## src/sv/rpn_pkg.sv

```systemverilog
// Shared constants, command codes and controller/datapath structs for the RPN evaluator.
package rpn_pkg;

  localparam int DATA_W          = 64;
  localparam int CMD_W           = 3;
  localparam int STACK_DEPTH_DEF = 64;

  localparam logic [CMD_W-1:0] CMD_PUSH = 3'd0;
  localparam logic [CMD_W-1:0] CMD_ADD  = 3'd1;
  localparam logic [CMD_W-1:0] CMD_SUB  = 3'd2;
  localparam logic [CMD_W-1:0] CMD_MUL  = 3'd3;
  localparam logic [CMD_W-1:0] CMD_DIV  = 3'd4;

  localparam logic [1:0] MUL_PH_LO = 2'd0;
  localparam logic [1:0] MUL_PH_X1 = 2'd1;
  localparam logic [1:0] MUL_PH_X2 = 2'd2;

  typedef struct packed {
    logic             push;
    logic             set_inv;
    logic             mul_en;
    logic [1:0]       mul_phase;
    logic             div_start;
    logic             wb;
    logic             emit;
    logic [CMD_W-1:0] op;
  } ctrl_t;

  typedef struct packed {
    logic inv;
    logic full;
    logic lt2;
    logic b_zero;
    logic div_done;
    logic out_free;
  } stat_t;

endpackage

```

## src/sv/rpn_ctrl.sv

```systemverilog
// Token sequencer: decodes each request and steps the datapath through its operation.
module rpn_ctrl import rpn_pkg::*; (
  input  logic             clk,
  input  logic             rst_n,
  input  logic             in_valid,
  output logic             in_ready,
  input  logic [CMD_W-1:0] in_cmd,
  input  logic             in_last,
  input  stat_t            st,
  output ctrl_t            ctl
);

  localparam logic [2:0] S_IDLE = 3'd0;
  localparam logic [2:0] S_OPR  = 3'd1;
  localparam logic [2:0] S_MUL  = 3'd2;
  localparam logic [2:0] S_DIV  = 3'd3;
  localparam logic [2:0] S_WB   = 3'd4;
  localparam logic [2:0] S_FIN  = 3'd5;

  logic [2:0]       state_r;
  logic [2:0]       state_nxt;
  logic [CMD_W-1:0] op_r;
  logic [CMD_W-1:0] op_nxt;
  logic             last_r;
  logic             last_nxt;
  logic [1:0]       cnt_r;
  logic [1:0]       cnt_nxt;

  always_comb begin
    state_nxt     = state_r;
    op_nxt        = op_r;
    last_nxt      = last_r;
    cnt_nxt       = cnt_r;
    in_ready      = 1'b0;
    ctl           = '0;
    ctl.op        = op_r;
    ctl.mul_phase = cnt_r;
    unique case (state_r)
      S_IDLE: begin
        in_ready = 1'b1;
        if (in_valid) begin
          op_nxt    = in_cmd;
          last_nxt  = in_last;
          state_nxt = S_FIN;
          if (st.inv) begin
            state_nxt = S_FIN;
          end else if (in_cmd == CMD_PUSH) begin
            if (st.full) begin
              ctl.set_inv = 1'b1;
            end else begin
              ctl.push = 1'b1;
            end
          end else if (in_cmd > CMD_DIV) begin
            ctl.set_inv = 1'b1;
          end else if (st.lt2) begin
            ctl.set_inv = 1'b1;
          end else begin
            state_nxt = S_OPR;
          end
        end
      end
      S_OPR: begin
        unique case (op_r) inside
          CMD_ADD, CMD_SUB: state_nxt = S_WB;
          CMD_MUL: begin
            ctl.mul_en    = 1'b1;
            ctl.mul_phase = MUL_PH_LO;
            cnt_nxt       = MUL_PH_X1;
            state_nxt     = S_MUL;
          end
          CMD_DIV: begin
            if (st.b_zero) begin
              ctl.set_inv = 1'b1;
              state_nxt   = S_FIN;
            end else begin
              ctl.div_start = 1'b1;
              state_nxt     = S_DIV;
            end
          end
          default: state_nxt = S_FIN;
        endcase
      end
      S_MUL: begin
        ctl.mul_en = 1'b1;
        if (cnt_r == MUL_PH_X2) begin
          state_nxt = S_WB;
        end else begin
          cnt_nxt = cnt_r + 2'd1;
        end
      end
      S_DIV: begin
        if (st.div_done) begin
          state_nxt = S_WB;
        end
      end
      S_WB: begin
        ctl.wb    = 1'b1;
        state_nxt = S_FIN;
      end
      S_FIN: begin
        if (!last_r) begin
          state_nxt = S_IDLE;
        end else if (st.out_free) begin
          ctl.emit  = 1'b1;
          state_nxt = S_IDLE;
        end
      end
      default: state_nxt = S_IDLE;
    endcase
  end

  always_ff @(posedge clk) begin
    if (!rst_n) begin
      state_r <= S_IDLE;
      cnt_r   <= MUL_PH_LO;
    end else begin
      state_r <= state_nxt;
      cnt_r   <= cnt_nxt;
    end
  end

  always_ff @(posedge clk) begin
    op_r   <= op_nxt;
    last_r <= last_nxt;
  end

endmodule

```

## config.mk

```make
export PLATFORM = sky130hd
export DESIGN_NAME = rpn_ctrl
export DESIGN_NICKNAME = d
export VERILOG_FILES = /design/src/sv/rpn_pkg.sv /design/src/sv/rpn_ctrl.sv
export SDC_FILE = /design/constraint.sdc
export NUM_CORES = 1
export LEC_CHECK = 0
export BUFFER_PORTS_ARGS = -buffer_cell sky130_fd_sc_hd__buf_4
export CAP_MARGIN = 0
export CORE_AREA = 2 2 39 41
export CTS_CLUSTER_DIAMETER = 80
export DETAILED_ROUTE_END_ITERATION = 10
export DIE_AREA = 0 0 41 43
export PLACE_DENSITY = 0.77
export REMOVE_ABC_BUFFERS = 1
export SETUP_SLACK_MARGIN = 0.15
export SYNTH_ARGS = -nofsm -noshare
export SYNTH_HDL_FRONTEND = slang
export SYNTH_SLANG_ARGS = --single-unit
```

## constraint.sdc

```tcl
create_clock -name clk -period 2 [get_ports clk]
set_input_delay 0.3 -clock clk [delete_from_list [all_inputs] [get_ports clk]]
set_output_delay 0.3 -clock clk [all_outputs]
set_load 0.01 [all_outputs]
```

After elaboration in Yosys (flattened, before gate mapping)
Index checks and enable logic that the tools add are counted.
{"block": "op_classes", "addsub": 1, "n_lt_le_gt_ge": 1, "n_eq_ne": 16, "n_mux": 37, "reduce_logical": 7}
{"cell": "$mux 3", "count": 12}
{"cell": "$pmux 3 s6", "count": 1}
{"cell": "$mux 1", "count": 16}
{"cell": "$eq 3x2->1 const B", "count": 4}
{"cell": "$ne 2x2->1 const B", "count": 5}
{"cell": "$eq 3x3->1 const B", "count": 3}
{"cell": "$pmux 3 s3", "count": 1}
{"cell": "$mux 2", "count": 4}
{"cell": "$eq 3x1->1 const B", "count": 2}
{"cell": "$logic_not 3->1", "count": 2}
{"cell": "$pmux 1 s2", "count": 2}
{"cell": "$pmux 2 s2", "count": 1}
{"cell": "$reduce_and 4->1", "count": 1}
{"cell": "$gt 3x3->1 const B", "count": 1}
{"cell": "$ne 3x3->1 const B", "count": 1}
{"cell": "$reduce_and 3->1", "count": 1}
{"cell": "$add 2x1->2 const B", "count": 1}
{"cell": "$eq 2x2->1 const B", "count": 1}
{"cell": "$reduce_and 2->1", "count": 1}
{"cell": "$reduce_bool 2->1", "count": 1}
{"cell": "$reduce_or 2->1", "count": 1}
{"block": "totals", "regBits": 9, "input_bits": 13, "out_inout_bits": 12, "wordCells": 66}

Logic depth before layout (Yosys ltp)
Gate-level depths: netlist of run 1.
{"block": "depth", "ltp_word": 6, "mapped_depth": 5, "mapped_depth_nobuf": 5}

Worst setup path after synthesis of run 1
No wires, ideal clock.
{"block": "synth_timing", "path_kind": "flip-flop to output port", "startpoint": "register state_r[1]", "endpoint": "output port ctl[10] (netlist bit)", "arrival_ns": 1.285, "required_time_ns": 1.700, "path_slack_ns": 0.415, "stages_incl_launch_ff": 6, "path_buffers": 1, "path_cell_list": "dfxtp_1 clkbuf_1 nor3_1 nand2_1 nor2_1 and3_1"}
{"item": "start, declared", "line_no": "rpn_ctrl.sv:20", "rtl": "logic [2:0] state_r;"}
{"item": "start signal, assigned", "line_no": "rpn_ctrl.sv:117", "rtl": "state_r <= state_nxt;"}
{"item": "end, declared", "line_no": "rpn_ctrl.sv:10", "rtl": "output ctrl_t ctl"}

==> results by group, run 1 <==
Global routing
  – GR Overflow Total: 0
  – Initial antenna violation count: 0
  – First-pass GRT wire length: between 2 and 2.5 mm
  – GRT Util Overall: 18.9%
  – Vias in the first global route: 569
  – Pin count of the biggest net entering global routing: 14

Hold path
  – Hold path depth: 1
  – Hold Path End: last_r
  – HP Class: in -> reg
  – Hold_sp: in_last

Cells and area
  – Antenna diodes: 0
  – Fill cells: 124
  – Area Growth Syn to Fin: 40.1%
  – Area of the multi-input gates: 370 um^2
  – Nets: 115
  – Register area: 226 um^2
  – Design area: between 800 and 900 um^2
  – Final cell count without fillers: around 120
  – Share of layout cells above drive strength 1: about 41%

Routing
  – First drt pass iteration count: 2
  – Via density: about 5.2
  – Routed len/inst: between 10 and 15 um
  – Drt drc: 0
  – DR iter-0 viols: 6
  – Final WL: 1.39 mm
  – Final antenna-violating net count: 0
  – Vias: around 610

STA
  – Final setup viols: 0
  – Unrepaired setup endpoints after global routing: no
  – Period minus WS final: 1810 ps
  – Worst Skew: around 4.2 ps
  – Fin. Hold Viols: 0
  – Final Max Tran Viols: 0
  – Period Utilization, post-route: between 90% and 100%
  – Setup TNS: 0 ps
  – Worst slew margin: approximately 75%
  – Fmax: about 0.55 GHz
  – Worst slew pin tran: between 300 and 400 ps
  – Final Hold Slack: 214 ps

Worst setup path
  – Worst stage delay on the critical path: 440 ps
  – Critical path origin: op_r[0]
  – Worst EP required: ~1700 ps
  – R2r endpoint: state_r[2]
  – Worst-path cell chain: or3b_4 -> nor2_2 -> a22o_1 -> buf_4
  – Crit path DAT: around 1500 ps
  – Critical Setup Path Class: reg -> out
  – Worst Path Max Fanout: 4
  – Critical path's top delay family: simple AND/OR/NAND/NOR gates
  – Worst R2R Path Depth: 4
  – Critical path endpoint category: primary output
  – Critical path startpoint category: register
  – FF-to-FF setup slack: 520 ps
  – Worst path slowest cell: or3b_4
  – Reg2reg start: op_r[0]
  – CP Buf/Inv Count: 1

Placement
  – GPL Wtd Cong: roughly 0.80
  – IO Port Bufs: 24
  – HPWL after DPL: 1.09 mm
  – Placed Cells: 111
  – Dpl cell area: 807 um^2

Synth
  – Post-synth EDFFs: 4
  – Sequential area share after synthesis: between 30% and 40%
  – Mapped Cells: 73
  – Mean Syn Cell Area: around 8.4 um^2
  – Netlist cell types: 37
  – Synth Warn #: 0
  – Synth Register Bits: 9
  – Cell Area, Synth: slightly above 600 um^2
  – FFs w/ async S/R, synth: 0%
  – Main synth FF type: dfxtp_1

Clocking
  – Root buf cell: clkbuf_4
  – Inserted Clock Buffers: 3
  – Hold_buf cts: 0
  – H-tree Lvls: 1
  – CTS sink cnt: 9
  – Clk_lat worst skew: 260 ps
  – CTS tree: yes
  – CTS max path bufs: 2
  – CTS clk-pin slew, worst paths: 60 ps

Floorplan
  – Die span in y: between 40 and 50 um
  – Core Box Area: 1380 um^2
  – Die area: approximately 1800 um^2
  – Die W: 41 um
  – Top-Level Pins: 25
  – Starting Density: 44.2%
  – Std-Cell Rows: 14

Pwr
  – Worst vdd ir: 0.414 mV
  – Leak pwr: 0.365 nW
  – PD cells: 729 nW/um^2

Run status
  – Outcome: complete, no violations

Job
  – Max Cap Viol: 0
Yosys cell counts, types with 2 or more instances:
| library cell | number | area (um^2) |
|---|---|---|
| mux2i_1 | 2 | 20.0 |
| dfxtp_1 | 5 | 100 |
| edfxtp_1 | 4 | 120 |
| inv_1 | 4 | 15.0 |
| nand2_1 | 4 | 15.0 |
| nor2_1 | 11 | 41.3 |
| o21ai_0 | 2 | 10.0 |
| o21ai_1 | 3 | 15.0 |
| or3b_4 | 2 | 22.5 |
| nor3b_1 | 2 | 15.0 |
| a21oi_1 | 4 | 20.0 |
| nand2b_1 | 2 | 12.5 |
| nor3_1 | 3 | 15.0 |
| clkbuf_1 | 2 | 7.51 |
state kept, by name (all words and copies together) (netlist names):
name	flops
state_r	3
cnt_r	2
last_r	1
op_r	3
what timing repair did:
item,CTS,global route
setup endpoints to repair,5,4
pin swaps,0,1
buffers inserted,1,0
cloned,0,0
gates resized for setup,1,6
power breakdown:
part / leakage (nW) / switching [mW] / internal (mW)
clock network: 0.0150 / 0.0629 / 0.0769
registers: 0.0799 / 0.0411 / 0.223
logic: 0.270 / 0.105 / 0.116
routing by layer:
metal	vias up	global-route usage (%)	part of all wire (%)
met5	-	0	0
met3	0	4.71	3.8
met2	14	28.1	51
met1	274	24.1	45
li1	320	-	-
met4	0	10.0	0
worst register-to-register path, stage by stage (launching register included):
cell and delay, ps:
edfxtp_1 430, or3b_4 440, o21ai_1 140, a22oi_1 100
a32o_1 260
logic make-up after synthesis:
group / count (synthesis) / synth area share [%]
XOR/XNOR: 1 / 1.43
multiplexers: 3 / 5.11
AO/OA/AOI/OAI: 18 / 19.4
AND/OR/NAND/NOR: 33 / 30.9
adder cells (fa/ha/maj): 1 / 2.04
buffers and inverters: 8 / 5.11
flip-flops: 9 / 36.0
placed cells by master, fill, tap and decap left out, types with 2 or more instances in the layout:
| cell type | instances |
|---|---|
| inv_1 | 4 |
| a21oi_1 | 4 |
| nand2_1 | 4 |
| nand2b_1 | 2 |
| clkbuf_4 | 3 |
| o21ai_1 | 3 |
| buf_4 | 26 |
| nor3_2 | 2 |
| nor2_2 | 2 |
| edfxtp_1 | 4 |
| dfxtp_2 | 2 |
| nor3b_1 | 2 |
| nor2_1 | 9 |
| dfxtp_1 | 2 |
| mux2i_1 | 2 |
| o21ai_0 | 2 |
| or3b_4 | 2 |
| nor3_1 | 2 |
worst max-delay path by stage:
stage,to,slack (ps),depth (start not counted)
floorplan,ctl[9],450,3
global placement,ctl[9],380,4
detailed placement,ctl[9],390,4
CTS,ctl[9],130,4
global route,ctl[9],130,4
finish,ctl[9],190,4
area by class of cell:
type                    count  area share [%]
multi-input cells          56            43.2
flip-flops and latches      9            26.4
repair buffers             26            22.8
clock buffers               4            3.07
well taps                  16            2.34
inverters                   5            2.19
per-stage QoR:
step                      util, %  worst slack, ps  total power [mW]
after CTS                    60.8              134             0.625
after floorplan                 -              449             0.379
after global placement       58.3              380             0.473
after global routing         61.9              126             0.667
final                        61.9              194             0.625
after detailed placement     58.3              389             0.475
(Power assumes the default switching activity.)
==> inputs of run 2 (changes only) <==
--- a/config.mk
+++ b/config.mk
@@ -8,6 +8,7 @@
 export BUFFER_PORTS_ARGS = -buffer_cell sky130_fd_sc_hd__buf_4
 export CAP_MARGIN = 0
 export CORE_AREA = 2 2 39 41
+export CTS_BUF_LIST = sky130_fd_sc_hd__clkbuf_8
 export CTS_CLUSTER_DIAMETER = 80
 export DETAILED_ROUTE_END_ITERATION = 10
 export DIE_AREA = 0 0 41 43
==> run 2 against run 1 <==
Effect of this change:
- clock power increased by 46%
- global-route usage is 1.2 points lower
- first-iteration DRC count is 17% higher
- register-to-register slack is essentially flat
- critical endpoint unchanged
- sequential share of layout area decreased by 0.85 points
- routed wire length decreased by 2.6%
- die area stayed put
==> results by group, run 2 (synthesis gave the netlist of run 1 again) <==
Placement
  – IO Port Bufs: 24
  – Dpl cell area: 807 um^2
  – HPWL after DPL: around 1.1 mm
  – GPL Wtd Cong: 0.798

STA
  – Unrepaired setup endpoints after global routing: no
  – Worst slew margin: 74.3%
  – Worst slew pin tran: 382 ps
  – Period minus WS final: 1780 ps
  – Fin. Hold Viols: 0
  – Final setup viols: 0
  – Setup TNS: 0 ps
  – Fmax: 0.562 GHz
  – Final Max Tran Viols: 0
  – Period Utilization, post-route: 89.0%
  – Worst Skew: 1.88 ps

Clocking
  – CTS clk-pin slew, worst paths: around 40 ps
  – H-tree Lvls: 1
  – CTS max path bufs: 2
  – Clk_lat worst skew: 230 ps
  – Root buf cell: clkbuf_8
  – CTS sink cnt: 9
  – Inserted Clock Buffers: 3
  – CTS tree: yes

Worst setup path
  – Worst Path Max Fanout: 4
  – FF-to-FF setup slack: 530 ps
  – Crit path DAT: 1480 ps
  – Critical path endpoint category: primary output
  – CP Buf/Inv Count: 1
  – Reg2reg start: op_r[1]
  – Critical path's top delay family: simple AND/OR/NAND/NOR gates
  – Critical Setup Path Class: reg -> out
  – Critical path startpoint category: register
  – Worst EP required: 1700 ps
  – R2r endpoint: state_r[2]
  – Worst-path cell chain: or3b_4 -> nor2_1 -> a22o_1 -> buf_4
  – Worst R2R Path Depth: 4
  – Worst stage delay on the critical path: 440 ps
  – Worst path slowest cell: or3b_4

Job
  – Max Cap Viol: 0

Hold path
  – Hold Path End: last_r
  – Hold_sp: in_last
  – Hold path depth: 1
  – HP Class: in -> reg

Pwr
  – Worst vdd ir: 0.623 mV
  – Leak pwr: 0.381 nW
  – Total power: 0.688 mW
  – PD cells: 785 nW/um^2

Floorplan
  – Die area: 1760 um^2
  – Top-Level Pins: 25
  – Std-Cell Rows: 14
  – Die W: 41 um
  – Core Box Area: ~1400 um^2
  – Die span in y: 43 um
  – Starting Density: 44.2%

Routing
  – Routed len/inst: around 12 um
  – First drt pass iteration count: 4
  – DR iter-0 viols: 7
  – Vias: 614
  – Drt drc: 0
  – Via density: approximately 5.2
  – Final antenna-violating net count: 0
  – Final WL: 1.35 mm

Cells and area
  – Largest regs: op_r x3, state_r x3, cnt_r x2
  – Share of layout cells above drive strength 1: 39.6%
  – Most frequent cells in the layout: buf_4, nor2_1, inv_1
  – Area Growth Syn to Fin: 43.1%
  – Design area: approximately 880 um^2
  – Area of the multi-input gates: 365 um^2
  – Nets: about 120
  – Antenna diodes: 0
  – Fill cells: 126
  – Most common cell after layout, fill and taps aside: buf_4
  – Register area: 224 um^2

Global routing
  – GR Overflow Total: 0
  – Pin count of the biggest net entering global routing: 14
  – Initial antenna violation count: 0
  – GRT Util Overall: 17.7%
  – Vias in the first global route: between 500 and 600
  – First-pass GRT wire length: 2.18 mm

Run status
  – Outcome: complete, no violations
-- run 2: where the power goes --
part	switching [mW]	leakage [nW]	internal, mW	total (mW)
Combinational	0.102	0.274	0.117	0.220
Sequential	0.0409	0.0796	0.223	0.264
Clock	0.0711	0.0269	0.134	0.205
-- run 2: cell type report --
type                            instances  area share (%)
Clock buffer                            3            4.71
Clock inverter                          1           0.429
Inverter                                5            2.14
Multi-Input combinational cell         56            41.7
Sequential cell                         9            25.6
Tap cell                               16            2.29
Timing Repair Buffer                   27            23.1
-- run 2: stage by stage --
| stage | utilization (%) | hold WS (ps) | setup slack [ps] | cells |
|---|---|---|---|---|
| after detailed placement | 58.3 | 455 | 389 | 111 |
| after global placement | 58.3 | 450 | 380 | 111 |
| after global routing | 63.3 | 237 | 180 | 117 |
| after floorplan | - | 399 | 449 | 70 |
| final | 63.3 | 244 | 220 | 117 |
| after CTS | 61.7 | 238 | 168 | 115 |
-- run 2: worst max path at each step --
stage / depth (start not counted) / endpoint / slack [ps] / from
6_report: 4 / ctl[9] / 220 / op_r[1]
4_1_cts: 4 / ctl[8] / 170 / op_r[2]
5_1_grt: 6 / ctl[10] / 180 / state_r[0]
2_1_floorplan: 3 / ctl[9] / 450 / state_r[0]
3_5_place_dp: 4 / ctl[9] / 390 / state_r[0]
3_3_place_gp: 4 / ctl[9] / 380 / state_r[0]
-- run 2: what timing repair did --
action,4_1_cts,5_1_grt
buffers inserted,0,2
hold buffers,0,0
gates resized for setup,1,3
endpoints found under the setup margin,2,4
cloned,0,0
-- run 2: routing by layer --
metal	routed length [um]	share of wire, %	up-vias	global-route usage, %
li1	-	-	321	-
met3	64	4.7	2	1.57
met1	631	47	273	23.4
met2	635	47	18	27.8
met4	18	1.3	0	8.00
met5	0	0	-	0
